[src/design/gcc_pkg.sv]
// shared types, constants and helper functions for the circular geofence check
// no dependencies; imported by gcc_serial_unit and geofence_circle_check
package gcc_pkg;

	// arithmetic unit operations
	localparam logic OP_MUL = 1'b0;
	localparam logic OP_DIV = 1'b1;

	// product shift selects (floor(a*b / 2^s))
	localparam logic [1:0] SH60 = 2'd0;
	localparam logic [1:0] SH36 = 2'd1;
	localparam logic [1:0] SH35 = 2'd2;

	// result status codes
	localparam logic [1:0] ST_NOHIT  = 2'd0;
	localparam logic [1:0] ST_HIT    = 2'd1;
	localparam logic [1:0] ST_STORED = 2'd2;
	localparam logic [1:0] ST_FULL   = 2'd3;

	// fixed point constants, Q60 unsigned
	localparam logic [63:0] PI_Q60  = 64'h3243F6A8885A308D;
	localparam logic [63:0] ONE_Q60 = 64'h1000000000000000;
	localparam logic [63:0] HALF_PI = PI_Q60 >> 1;
	localparam logic [27:0] TURN_DIV = 28'd225000000;
	localparam logic [63:0] TURN_RND = 64'd112500000;
	localparam logic [27:0] EARTH_R  = 28'd6371000;
	localparam logic [3:0]  SERIES_STEPS = 4'd12;
	localparam logic [35:0] HALF_TURN = 36'h800000000;
	localparam logic [35:0] QTR_TURN  = 36'h400000000;

	// control bundle to the serial arithmetic unit
	typedef struct packed {
		logic       start;
		logic       op;
		logic [1:0] shsel;
	} gcc_ctl_t;

	// sine series divisor (2k)(2k+1)
	function automatic logic [27:0] sin_div(input logic [3:0] k);
		logic [11:0] tk;
		tk = {7'd0, k, 1'b0};
		return 28'(tk * (tk + 12'd1));
	endfunction

	// cosine series divisor (2k-1)(2k)
	function automatic logic [27:0] cos_div(input logic [3:0] k);
		logic [11:0] tk;
		tk = {7'd0, k, 1'b0};
		return 28'(tk * (tk - 12'd1));
	endfunction

	// fold a turn angle onto [0, half turn]
	function automatic logic [35:0] fold36(input logic [35:0] t);
		return (t > HALF_TURN) ? 36'd0 - t : t;
	endfunction

	// clamp a signed Q60 value to [0, 1]
	function automatic logic [60:0] clamp_unit(input logic signed [63:0] v);
		if (v[63])
			return 61'd0;
		else if (v > $signed(ONE_Q60))
			return ONE_Q60[60:0];
		else
			return v[60:0];
	endfunction

	// built-in zone centres and radii
	function automatic logic [30:0] bi_lat(input logic [1:0] i);
		case (i)
			2'd0:    return 31'd336167000;
			2'd1:    return 31'd335987000;
			default: return 31'd337294000;
		endcase
	endfunction

	function automatic logic [31:0] bi_lon(input logic [1:0] i);
		case (i)
			2'd0:    return 32'd730997000;
			2'd1:    return 32'd730551000;
			default: return 32'd730931000;
		endcase
	endfunction

	function automatic logic [24:0] bi_rad(input logic [1:0] i);
		case (i)
			2'd0:    return 25'd5000;
			2'd1:    return 25'd2000;
			default: return 25'd1500;
		endcase
	endfunction

endpackage

[src/design/gcc_serial_unit.sv]
// bit-serial 64x64 multiplier and 96-by-28 bit restoring divider, one bit per cycle
// depends on gcc_pkg
module gcc_serial_unit (
	input  logic              clk,
	input  logic              arst_n,
	input  gcc_pkg::gcc_ctl_t ctl,
	input  logic [63:0]       op_a,
	input  logic [63:0]       op_b,
	input  logic [95:0]       dvd,
	input  logic [27:0]       dvsr,
	output logic [63:0]       res,
	output logic              done
);
	import gcc_pkg::*;

	logic        busy_q;
	logic [6:0]  cnt_q;
	logic        op_q;
	logic [1:0]  sh_q;
	logic [63:0] hi_q;
	logic [95:0] lo_q;
	logic [63:0] a_q;
	logic [27:0] rem_q;

	logic [64:0]  sum;
	logic [28:0]  rn;
	logic         ge;
	logic [127:0] prod;
	logic [6:0]   last;

	// one step of either operation
	assign sum  = {1'b0, hi_q} + (lo_q[0] ? {1'b0, a_q} : 65'd0);
	assign rn   = {rem_q, lo_q[95]};
	assign ge   = rn >= {1'b0, a_q[27:0]};
	assign prod = {hi_q, lo_q[63:0]};
	assign last = (op_q == OP_MUL) ? 7'd63 : 7'd95;
	assign done = busy_q && (cnt_q == last);

	// control
	always_ff @(posedge clk or negedge arst_n) begin
		if (!arst_n) begin
			busy_q <= 1'b0;
			cnt_q  <= '0;
		end else if (ctl.start) begin
			busy_q <= 1'b1;
			cnt_q  <= '0;
		end else if (busy_q) begin
			cnt_q <= cnt_q + 7'd1;
			if (done)
				busy_q <= 1'b0;
		end
	end

	// datapath shift registers
	always_ff @(posedge clk) begin
		if (ctl.start) begin
			op_q  <= ctl.op;
			sh_q  <= ctl.shsel;
			hi_q  <= '0;
			rem_q <= '0;
			if (ctl.op == OP_MUL) begin
				a_q  <= op_a;
				lo_q <= {32'd0, op_b};
			end else begin
				a_q  <= {36'd0, dvsr};
				lo_q <= dvd;
			end
		end else if (busy_q) begin
			if (op_q == OP_MUL) begin
				hi_q <= sum[64:1];
				lo_q <= {32'd0, sum[0], lo_q[63:1]};
			end else begin
				rem_q <= ge ? 28'(rn - {1'b0, a_q[27:0]}) : rn[27:0];
				lo_q  <= {lo_q[94:0], ge};
			end
		end
	end

	// result select
	always_comb begin
		if (op_q == OP_DIV) begin
			res = lo_q[63:0];
		end else begin
			case (sh_q)
				SH36:    res = prod[99:36];
				SH35:    res = prod[98:35];
				default: res = prod[123:60];
			endcase
		end
	end

endmodule

[config.mk]
export PLATFORM = sky130hd
export DESIGN_NAME = gcc_serial_unit
export DESIGN_NICKNAME = d
export VERILOG_FILES = /design/src/design/gcc_pkg.sv /design/src/design/gcc_serial_unit.sv
export SDC_FILE = /design/constraint.sdc
export NUM_CORES = 1
export LEC_CHECK = 0
export ABC_AREA = 1
export BUFFER_PORTS_ARGS = -buffer_cell sky130_fd_sc_hd__buf_4
export CORE_UTILIZATION = 50
export DETAILED_ROUTE_END_ITERATION = 10
export GPL_TIMING_DRIVEN = 1
export PLACE_DENSITY = 0.74
export SLEW_MARGIN = 25
export SYNTH_ARGS = -nofsm -noshare
export SYNTH_HDL_FRONTEND = slang
export SYNTH_SLANG_ARGS = --single-unit
[constraint.sdc]
create_clock -name clk -period 3.2 [get_ports clk]
set_input_delay 0.64 -clock clk [delete_from_list [all_inputs] [get_ports clk]]
set_output_delay 0.64 -clock clk [all_outputs]
set_load 0.03 [all_outputs]
==> impl_metrics.yaml <==
grt:
  first_global_vias: 21400
  overflow: 0
  use_met1_pct: 49.9
  grt_pass1_wl_um: 122000
  grtUsageMet3_pct: 8.38
  grt_max_degree: 162
  grt.busiest_layer: "met2"
  antenna_found_initial: 1
  globalRouteTotalUtil_pct: 35.7
  met2_usage_pct: 53.9
pwr:
  power_leakage_nw: 13.8
  p_per_area_nw_per_um2: 503
  ir_worst_vdd_uv: 414
detailed_routing:
  wire_per_inst_um: 18.6
  totalWireLength_um: 79000
  first_pass_iters: 6
  vias: 23400
  ant_nets: 0
  drc: 0
  viasPerCell: 5.52
  drt_iter0_markers: 2602
worst_setup_path:
  critical_path.max_fanout: 27
  arrival_ns: 2.48
  worstSetupStartpointType: "flop"
  cp_slowest_cell: "edfxtp_1"
  rr_worst_depth: 14
  worstPathCellList: "inv_1, ha_2, buf_4, buf_4, a221oi_1, o21ai_0, buf_4"
  worstSetupPathType: "flop to output pin"
  crit_required_ns: 2.56
  cp-startpoint: "sh_q[1]"
  r2r_start: "lo_q[0]"
  critPathCaptureType: "output pin"
  crit_path_frequent_cell: "buf_4"
  cp_slowest_stage_delay_ns: 0.42
clocking:
  tritoncts: "done"
  clock_latency_ns: 0.56
  cts_root_buf: "clkbuf_16"
  clk_pin_slew_worst_paths_ns: 0.06
  cts.sinks: 263
  numCtsBuffers: 34
  clk_path_buf_depth: 3
  h-tree-depth: 2
min_path:
  hold_path.class: "primary input to flop"
  worstHoldPathCells: 1
  hp-start: "ctl[0]"
logic_synthesis:
  syn-cell-area_um2: 21500
  synth-edff-count: 163
  synth-seq-cells: 263
  yosys_warnings: 0
  synth_area_leaders: "edfxtp_1 (23%), nand2_1 (19%), inv_1 (10%)"
  synth_common_cells: "nand2_1 (1089), inv_1 (575), nor2_1 (335)"
  synth_top_family_by_area: "simple AND/OR/NAND/NOR gates"
  ys.flop_type: "edfxtp_1"
  ys_seq_area_share_pct: 32.2
  ys_async_sr_fraction_pct: 3.04
  syn_nets: 3760
  synth_cell_type_count: 43
  synth_compound_area_share_pct: 15.9
  synth_fa_ha_area_share_pct: 5.70
  netlist_instances: 3405
  yosys.area.top_type_share_pct: 22.7
  synth-simple-area-share_pct: 31.4
  synth-xor-area-share_pct: 1.99
  synth_area_per_cell_um2: 6.33
  synth.most_common_cell: "nand2_1"
  muxShareOfSynthArea_pct: 0
  synth_largest_area_cell: "edfxtp_1"
place:
  place_congestion: 1.04
  portBuffers: 322
  dp_hpwl_um: 61400
  place_area_um2: 24600
sta:
  rsz0062_at_grt: "false"
  max_freq_mhz: 321
  tightest_slew_ns: 0.869
  skew_ns: 0.0216
  timing.slew.headroom_pct: 42.1
  drv_slew: 0
  hold_ws_ns: 0.263
  hold_viol: 0
  tns_ns: 0
  post-route-period-util_pct: 97.5
  fin_crit_ns: 3.12
  setup_violations: 0
finish:
  fill_cells: 4239
  drive_above_1_share_pct: 12.6
  area_growth_pct: 19.4
  fin_nets: 4029
  fin_area_um2: 25700
  utilization_pct: 60.9
floorplan:
  rows: 75
  design.portCount: 323
  core_area_um2: 42200
  die_w_um: 210
  die_area_um2: 43900
  start_util_pct: 51.0
  die_h_um: 210
flow_run:
  cap_violations: 0
outcome:
  status: "complete, no violations"
-- power by group --
| group | internal, mW | total, mW | switching [mW] |
|---|---|---|---|
| Combinational | 1.64 | 4.67 | 3.03 |
| Sequential | 4.00 | 4.41 | 0.403 |
| Clock | 2.27 | 3.87 | 1.59 |
-- final cells by class --
class | count | area, µm² | area share (%)
clock buffer | 43 | 906 | 3.52
clock inverter | 19 | 206 | 0.803
multi-input combinational | 2420 | 11900 | 46.1
sequential | 263 | 6940 | 27.0
antenna | 1 | 2.50 | 0.00973
tap | 539 | 674 | 2.62
timing repair buffer | 376 | 2950 | 11.5
inverter | 579 | 2180 | 8.46
-- per-layer routing --
layer	wire length [µm]	share of wire (%)
met1	33700	43
met3	9290	12
met2	33200	42
met4	2920	3.7
met5	0	0
-- state kept, by name, indices dropped and copies added (netlist names) --
name	cells
busy_q	1
cnt_q	7
hi_q	64
rem_q	28
sh_q	2
lo_q	96
a_q	64
op_q	1
-- cell usage in the layout, fill, tap and decap left out, types with 33 or more instances in the layout --
cell and n:
edfxtp_1 163, ha_1 93, o21ai_0 194, nor2_1 335, a21oi_1 223, nand3_1 197, nand2_1 1088, buf_4 364
a221oi_1 65, inv_1 573, clkbuf_16 35, a22oi_1 63, dfxtp_1 92, xor2_1 33
-- per-stage QoR --
stage | instances | setup WS [ns] | power, mW
floorplan | 3405 | 0.0989 | 7.32
global placement | 4174 | 0.332 | 9.00
detailed placement | 4174 | 0.327 | 9.01
CTS | 4239 | 0.00161 | 12.9
global route | 4239 | 0.0398 | 13.6
finish | 4240 | 0.0811 | 12.9
-- worst max-delay path, delay by kind of cell, from the launching register on --
family | cells | cell delay, ns
buf+inv | 4 | 0.90
compound gates | 2 | 0.44
flops | 1 | 0.42
fa+ha+maj | 1 | 0.17
-- timing repair --
item | 4_1_cts | 5_1_grt
setup endpoints to repair | 3 | 7
resized for setup | 2 | 4
hold endpoints to repair | 8 | 0
pin swaps | 0 | 0
setup buffers | 2 | 0
hold buffers | 1 | 0
-- final timing paths --
kind	to	slack, ns
setup / recovery	res[38]	0.08
hold / removal	sh_q[0]	0.26
setup reg to reg	hi_q[21]	0.22
hold reg to reg	rem_q[27]	0.48
max in group asynchronous	cnt_q[1]	2.57
min in group asynchronous	cnt_q[6]	0.50
-- cell families after synthesis --
logic type / after synthesis
AO/OA/AOI/OAI: 586
XOR/XNOR: 49
adder cells (fa/ha/maj): 97
buffers and inverters: 722
flip-flops: 263
AND/OR/NAND/NOR: 1688
Note: power is estimated with default switching activity, not from simulation.
